File: src/design/updatable_min_priority_queue_defines.svh
// ---------------------------------------------------------------------------
// Assertion macros for the updatable min priority queue
// Concurrent checks clocked on clock and held off during reset.
// ---------------------------------------------------------------------------
`ifndef UPDATABLE_MIN_PRIORITY_QUEUE_DEFINES_SVH
`define UPDATABLE_MIN_PRIORITY_QUEUE_DEFINES_SVH

`ifndef ASSERT_OFF
// property must hold at every edge outside reset
`define UPMQ_ASSERT(lbl, prop, msg) \
   lbl: assert property (@(posedge clock) disable iff (reset) (prop)) else $error(msg);
// condition must never be seen outside reset
`define UPMQ_ASSERT_NEVER(lbl, cond, msg) \
   lbl: assert property (@(posedge clock) disable iff (reset) !(cond)) else $error(msg);
`else
`define UPMQ_ASSERT(lbl, prop, msg)
`define UPMQ_ASSERT_NEVER(lbl, cond, msg)
`endif

`endif

File: src/design/upmq_pkg.sv
// ---------------------------------------------------------------------------
// upmq_pkg
// Shared constants, codes and types of the updatable min priority queue.
// ---------------------------------------------------------------------------
`default_nettype none

package upmq_pkg;

   localparam int QUEUE_DEPTH_DEFAULT = 64;
   localparam int ID_WIDTH_DEFAULT    = 16;
   localparam int PRIO_WIDTH          = 32;

   // command codes on req_cmd
   localparam logic CMD_SET    = 1'b0;
   localparam logic CMD_REMOVE = 1'b1;

   typedef enum logic [1:0] {
      OP_HOLD,
      OP_REMOVE,
      OP_SET
   } cell_op_type;

   typedef enum logic [1:0] {
      ST_IDLE,
      ST_COMPARE,
      ST_UPDATE
   } state_type;

   // per-cell status seen by the neighbors
   typedef struct packed {
      logic valid;
      logic le;     // priority <= key at the last compare
      logic match;  // id == key at the last compare
   } cell_flags_type;

   // broadcast control to every cell
   typedef struct packed {
      logic        compare;
      cell_op_type op;
      logic        found;
   } cell_ctrl_type;

endpackage

`default_nettype wire

File: src/design/upmq_cell.sv
// ---------------------------------------------------------------------------
// upmq_cell
// One slot of the sorted chain: compares against the broadcast key, then
// keeps its entry, takes a neighbor's entry or takes the key.
// ---------------------------------------------------------------------------
`default_nettype none
`include "updatable_min_priority_queue_defines.svh"

module upmq_cell
   import upmq_pkg::*;
#(
   parameter int ID_WIDTH = ID_WIDTH_DEFAULT
) (
   input  logic                         clock,
   input  logic                         reset,
   input  cell_ctrl_type                ctrl,
   input  logic [ID_WIDTH-1:0]          key_id,
   input  logic signed [PRIO_WIDTH-1:0] key_prio,
   input  logic                         at_match,
   input  logic                         left_at_match,
   input  cell_flags_type               left_flags,
   input  logic [ID_WIDTH-1:0]          left_id,
   input  logic signed [PRIO_WIDTH-1:0] left_prio,
   input  cell_flags_type               right_flags,
   input  logic [ID_WIDTH-1:0]          right_id,
   input  logic signed [PRIO_WIDTH-1:0] right_prio,
   output cell_flags_type               flags,
   output logic [ID_WIDTH-1:0]          id,
   output logic signed [PRIO_WIDTH-1:0] prio
);

   logic                         valid_ff, valid_in;
   logic                         le_ff, le_in;
   logic                         match_ff, match_in;
   logic [ID_WIDTH-1:0]          id_ff, id_in;
   logic signed [PRIO_WIDTH-1:0] prio_ff, prio_in;

   logic self_low, self_high, left_high, right_low;
   logic take_right, take_left, keep, new_valid;

   // low: stays ahead of the key, high: goes behind it; the moved entry is neither
   assign self_low  = valid_ff & le_ff & ~match_ff;
   assign self_high = valid_ff & ~le_ff & ~match_ff;
   assign left_high = left_flags.valid & ~left_flags.le & ~left_flags.match;
   assign right_low = right_flags.valid & right_flags.le & ~right_flags.match;

   assign take_right = at_match & right_low;
   assign take_left  = ~left_at_match & left_high;
   assign keep       = (~at_match & self_low) | (at_match & self_high);
   assign new_valid  = ctrl.found ? valid_ff : (valid_ff | left_flags.valid);

   always_comb begin
      valid_in = valid_ff;
      le_in    = le_ff;
      match_in = match_ff;
      id_in    = id_ff;
      prio_in  = prio_ff;
      if (ctrl.compare) begin
         le_in    = valid_ff & (prio_ff <= key_prio);
         match_in = valid_ff & (id_ff == key_id);
      end
      case (ctrl.op)
         OP_REMOVE: begin
            valid_in = right_flags.valid;
            id_in    = right_id;
            prio_in  = right_prio;
         end
         OP_SET: begin
            valid_in = new_valid;
            if (take_right) begin
               id_in   = right_id;
               prio_in = right_prio;
            end else if (take_left) begin
               id_in   = left_id;
               prio_in = left_prio;
            end else if (!keep) begin
               id_in   = key_id;
               prio_in = key_prio;
            end
         end
         default: begin
         end
      endcase
   end

   always_ff @(posedge clock) begin
      if (reset) begin
         valid_ff <= 1'b0;
         le_ff    <= 1'b0;
         match_ff <= 1'b0;
      end else begin
         valid_ff <= valid_in;
         le_ff    <= le_in;
         match_ff <= match_in;
      end
      id_ff   <= id_in;
      prio_ff <= prio_in;
   end

   assign flags = '{valid: valid_ff, le: le_ff, match: match_ff};
   assign id    = id_ff;
   assign prio  = prio_ff;

   // chain stays sorted toward the right neighbor
   `UPMQ_ASSERT(a_cell_sorted, (valid_ff && right_flags.valid) |-> (prio_ff <= right_prio), "cell order broken")

endmodule

`default_nettype wire

File: config.mk
export PLATFORM = sky130hd
export DESIGN_NAME = upmq_cell
export DESIGN_NICKNAME = d
export VERILOG_FILES = /design/src/design/upmq_pkg.sv /design/src/design/upmq_cell.sv
export VERILOG_INCLUDE_DIRS = /design/src /design/src/design
export SDC_FILE = /design/constraint.sdc
export NUM_CORES = 1
export LEC_CHECK = 0
export BUFFER_PORTS_ARGS = -buffer_cell sky130_fd_sc_hd__buf_2
export CAP_MARGIN = 5
export CORE_UTILIZATION = 30
export CTS_BUF_LIST = sky130_fd_sc_hd__clkbuf_8
export DETAILED_ROUTE_END_ITERATION = 10
export PLACE_DENSITY = 0.69
export RECOVER_POWER = 25
export SYNTH_ARGS = -nofsm -noshare
export SYNTH_HDL_FRONTEND = slang
export SYNTH_SLANG_ARGS = --single-unit
File: constraint.sdc
create_clock -name clock -period 8.6 [get_ports clock]
set_input_delay 1.72 -clock clock [delete_from_list [all_inputs] [get_ports clock]]
set_output_delay 1.72 -clock clock [all_outputs]
set_load 0.02 [all_outputs]
==> impl_metrics.xml <==
<?xml version="1.0" encoding="UTF-8"?>
<metrics>
  <group name="timing">
    <metric name="final-hold-violation-count" unit="">0</metric>
    <metric name="setup-tns-final" unit="ns">0</metric>
    <metric name="timing.final.ws_setup" unit="ns">4.745</metric>
    <metric name="grt_setup_unrepaired" unit="">false</metric>
    <metric name="actual_slew_at_the_worst_max_slew_pin" unit="ns">0.8687</metric>
    <metric name="relSlewSlack" unit="">0.4209</metric>
    <metric name="clock.fmax" unit="MHz">259.4</metric>
    <metric name="min_period_over_period" unit="">0.4482</metric>
    <metric name="slew_violations" unit="">0</metric>
    <metric name="finalWorstPathRequiredPeriod" unit="ns">3.855</metric>
    <metric name="setup-violations-final" unit="">0</metric>
    <metric name="fin_clk_skew" unit="ns">0.009871</metric>
  </group>
  <group name="clocking">
    <metric name="cts.path.max_buffers" unit="">2</metric>
    <metric name="cts_resized" unit="">0</metric>
    <metric name="clock_tree.root_cell" unit="">sky130_fd_sc_hd__clkbuf_8</metric>
    <metric name="cts_buffers" unit="">5</metric>
    <metric name="clk-insertion-delay-late" unit="ns">0.30</metric>
    <metric name="hold_buffers" unit="">0</metric>
    <metric name="h_tree_lvl_count" unit="">2</metric>
    <metric name="postCtsSetupBuffers" unit="">0</metric>
    <metric name="cts_tree" unit="">done</metric>
    <metric name="clock_sink_count" unit="">51</metric>
    <metric name="cts.reportedPaths.clkPinSlew" unit="ns">0.10</metric>
  </group>
  <group name="synthesis">
    <metric name="post_synth.cell_area_avg" unit="µm²">8.936</metric>
    <metric name="synth.distinct_cells" unit="">38</metric>
    <metric name="synth_seq_area_share" unit="">0.4108</metric>
    <metric name="synth_async_sr_flop_share" unit="">0</metric>
    <metric name="netlist_area" unit="mm²">0.003655</metric>
    <metric name="syn-num-nets" unit="">601</metric>
    <metric name="syn_inst" unit="">409</metric>
    <metric name="synth_enable_flop_cells" unit="">48</metric>
    <metric name="synth_seq_cells" unit="">51</metric>
    <metric name="ys.warnings.count" unit="">0</metric>
    <metric name="synth_ff_type" unit="">sky130_fd_sc_hd__edfxtp_1</metric>
  </group>
  <group name="cells_and_area">
    <metric name="layout.filler_cells" unit="">1181</metric>
    <metric name="multi_input_area" unit="mm²">0.001908</metric>
    <metric name="layout_cell_share_with_drive_strength_beyond_1" unit="">0.3069</metric>
    <metric name="ff_latch_area" unit="mm²">0.001501</metric>
    <metric name="antenna_cells" unit="">0</metric>
    <metric name="layout-area-overhead-vs-synth" unit="%">32.21</metric>
    <metric name="fin_nets" unit="">797</metric>
    <metric name="finalInstanceArea" unit="mm²">0.004832</metric>
  </group>
  <group name="floorplan">
    <metric name="initial_utilization" unit="">0.3134</metric>
    <metric name="core-area" unit="mm²">0.01166</metric>
    <metric name="die_width" unit="µm">112.4</metric>
    <metric name="design.portCount" unit="">209</metric>
    <metric name="die_height" unit="µm">112.4</metric>
    <metric name="std_cell_rows" unit="">39</metric>
    <metric name="fp.dieArea" unit="mm²">0.01263</metric>
  </group>
  <group name="power_and_ir_drop">
    <metric name="seq_power_share" unit="">0.492</metric>
    <metric name="power.switching_fraction" unit="">0.3272</metric>
    <metric name="power-per-cell-area" unit="mW/mm²">134.7</metric>
    <metric name="cellLeakagePower" unit="µW">0.002281</metric>
    <metric name="power.clock.fraction" unit="">0.205</metric>
    <metric name="power_frac_comb" unit="">0.303</metric>
    <metric name="vdd_ir_drop_max" unit="V">0.00005152</metric>
    <metric name="power_switching" unit="µW">212.9</metric>
    <metric name="power_report.internal_total" unit="µW">437.9</metric>
  </group>
  <group name="worst_setup_path">
    <metric name="r2r-start" unit="">prio[9]</metric>
    <metric name="critPathSlowestCell" unit="">sky130_fd_sc_hd__buf_4</metric>
    <metric name="critPathMaxStageDelay" unit="ns">0.70</metric>
    <metric name="cp_data_arrival_time" unit="ns">3.80</metric>
    <metric name="crit_type" unit="">input pin to flip-flop</metric>
    <metric name="setup.reg_to_reg.worst_slack" unit="ns">6.68</metric>
    <metric name="worstSetupStartpointType" unit="">input pin</metric>
    <metric name="crit_top_cell" unit="">sky130_fd_sc_hd__buf_4</metric>
    <metric name="path_cells" unit="">buf_2 &gt; nor4b_4 &gt; buf_4 &gt; nor3_1 &gt; a31oi_4 &gt; buf_4</metric>
    <metric name="critical-path-top-delay-family" unit="">buffers and inverters</metric>
    <metric name="path_buf_inv" unit="">3</metric>
    <metric name="timing.critical_path.required" unit="ns">8.54</metric>
    <metric name="capturing_point_of_the_worst_reg2reg_path" unit="">le_ff</metric>
    <metric name="crit_path_max_fanout" unit="">80</metric>
    <metric name="r2r.worst_path.cells" unit="">7</metric>
    <metric name="crit_path_end_kind" unit="">flip-flop</metric>
  </group>
  <group name="global_routing">
    <metric name="grt_overall_usage" unit="">0.1623</metric>
    <metric name="initial_antenna_violation_count" unit="">0</metric>
    <metric name="grt_start_max_net_pins" unit="">98</metric>
    <metric name="grt_pass1_wl" unit="µm">16550</metric>
    <metric name="globalRoute.totalOverflow" unit="">0</metric>
    <metric name="first_global_vias" unit="">3603</metric>
  </group>
  <group name="drt">
    <metric name="antenna_left" unit="">0</metric>
    <metric name="met3WireLength" unit="µm">464</metric>
    <metric name="postRouteWirelength" unit="µm">10250</metric>
    <metric name="top_layer_in_use" unit="">met4</metric>
    <metric name="route.layer.met1.wl" unit="µm">4422</metric>
    <metric name="drc_viols" unit="">0</metric>
    <metric name="wl_per_cell" unit="µm">13.69</metric>
    <metric name="routed-wl-met2" unit="µm">5280</metric>
    <metric name="first_iter_violations" unit="">115</metric>
    <metric name="drt_first_pass_iters" unit="">4</metric>
    <metric name="detailroute.via_count" unit="">3532</metric>
    <metric name="vias_per_cell" unit="">4.716</metric>
  </group>
  <group name="run">
    <metric name="max_cap_violations" unit="">0</metric>
  </group>
  <group name="hold_path">
    <metric name="hold_path_end" unit="">le_ff</metric>
    <metric name="worst_hold_path_type" unit="">flip-flop to flip-flop</metric>
    <metric name="holdPathStages" unit="">2</metric>
    <metric name="hold_path.startpoint" unit="">le_ff</metric>
  </group>
  <group name="run_status">
    <metric name="run_status" unit="">completed</metric>
  </group>
  <group name="placement">
    <metric name="detailedPlace.worstSlack" unit="ns">4.386</metric>
    <metric name="detailed_place_hpwl" unit="µm">8241</metric>
    <metric name="detailed_place.area" unit="mm²">0.004798</metric>
    <metric name="placement.io_buffers" unit="">208</metric>
    <metric name="finalWeightedCongestion" unit="">0.8322</metric>
  </group>
</metrics>
## how the worst max path moves through the flow
stage | start | slack (ns) | cells after the start | to
global route | ctrl[1] | 4.48 | 8 | id[1]
floorplan | left_flags[1] | 3.27 | 5 | id[0]
CTS | left_flags[1] | 4.71 | 6 | id[4]
finish | left_flags[1] | 4.75 | 6 | prio[12]
detailed placement | left_flags[1] | 4.39 | 6 | id[11]
global placement | left_flags[1] | 4.45 | 6 | id[8]
## layout make-up
cell class / instances / area share
sequential: 51 / 0.3107
inverter: 39 / 0.03030
tap: 143 / 0.03703
clock buffer: 5 / 0.01424
timing repair buffer: 211 / 0.2105
multi-input combinational: 297 / 0.3949
clock inverter: 3 / 0.002330
## layout by cell type, fill, tap and decap left out, types with 3 or more instances in the layout
cell type / count
sky130_fd_sc_hd__a21oi_1: 43
sky130_fd_sc_hd__buf_2: 171
sky130_fd_sc_hd__buf_4: 3
sky130_fd_sc_hd__clkbuf_1: 37
sky130_fd_sc_hd__clkbuf_8: 5
sky130_fd_sc_hd__dfxtp_1: 3
sky130_fd_sc_hd__edfxtp_1: 48
sky130_fd_sc_hd__ha_1: 34
sky130_fd_sc_hd__inv_1: 40
sky130_fd_sc_hd__mux2i_1: 17
sky130_fd_sc_hd__nand2_1: 54
sky130_fd_sc_hd__nand3_1: 4
sky130_fd_sc_hd__nand4_1: 8
sky130_fd_sc_hd__nor2_1: 33
sky130_fd_sc_hd__nor3_1: 5
sky130_fd_sc_hd__nor4_1: 3
sky130_fd_sc_hd__o21ai_0: 50
sky130_fd_sc_hd__o21ai_1: 3
sky130_fd_sc_hd__o21bai_1: 3
sky130_fd_sc_hd__xor2_1: 16
## power by group through the flow
stage | registers (µW) | logic (µW) | clock network, µW
2_1_floorplan | 354 | 89.1 | 0
3_3_place_gp | 324 | 199 | 0
3_5_place_dp | 325 | 204 | 0
4_1_cts | 320 | 205 | 140
5_1_grt | 323 | 223 | 149
6_report | 320 | 197 | 134
## sequential cells by signal (all words and copies together) (netlist names)
signal and flops:
prio 32, valid_ff 1, match_ff 1, id 16, le_ff 1
## cells by family (layout without fill, tap and decap cells)
kind of cell             Yosys count  after routing  synth area share
AO/OA/AOI/OAI                    110            110            0.1630
XOR/XNOR                          17             17           0.04074
adder cells (fa/ha/maj)           34             34            0.1164
buffers and inverters             61            258           0.07429
flip-flops                        51             51            0.4108
multiplexers                      17             17           0.04656
AND/OR/NAND/NOR                  119            119            0.1482
## Yosys cell counts, types with 3 or more instances
library cell,instances,area share
sky130_fd_sc_hd__a21oi_1,43,0.059
sky130_fd_sc_hd__buf_2,10,0.014
sky130_fd_sc_hd__buf_4,4,0.0082
sky130_fd_sc_hd__clkbuf_1,6,0.0062
sky130_fd_sc_hd__dfxtp_1,3,0.016
sky130_fd_sc_hd__edfxtp_1,48,0.39
sky130_fd_sc_hd__ha_1,34,0.12
sky130_fd_sc_hd__inv_1,39,0.040
sky130_fd_sc_hd__mux2i_1,17,0.047
sky130_fd_sc_hd__nand2_1,55,0.056
sky130_fd_sc_hd__nand3_1,4,0.0055
sky130_fd_sc_hd__nand4_1,8,0.014
sky130_fd_sc_hd__nor2_1,33,0.034
sky130_fd_sc_hd__nor3_1,5,0.0068
sky130_fd_sc_hd__nor4_1,3,0.0051
sky130_fd_sc_hd__o21ai_0,50,0.068
sky130_fd_sc_hd__o21ai_1,3,0.0041
sky130_fd_sc_hd__o21bai_1,3,0.0062
sky130_fd_sc_hd__xor2_1,16,0.038
## layer usage
metal,up-vias,track usage
li1,1827,-
met1,1593,0.1985
met2,103,0.2998
met3,9,0.02592
met4,0,0.03378
met5,-,0
## metrics by stage
| step | hold WS [ns] | cells | utilization | total power (µW) |
|---|---|---|---|---|
| 6_report | 0.5599 | 749 | 0.4143 | 650.8 |
| 5_1_grt | 0.6313 | 749 | 0.4143 | 694.5 |
| 3_5_place_dp | 0.5531 | 741 | 0.4114 | 529.1 |
| 2_1_floorplan | 0.4939 | 409 | - | 443.2 |
| 4_1_cts | 0.5668 | 749 | 0.4183 | 664.3 |
| 3_3_place_gp | 0.5455 | 741 | 0.4114 | 523.1 |
## worst min-delay path, stage by stage, from the launching register on
cell,delay (ns)
sky130_fd_sc_hd__dfxtp_1,0.36
sky130_fd_sc_hd__inv_1,0.07
sky130_fd_sc_hd__o311ai_1,0.09
Power figures use the tool's default switching activity.
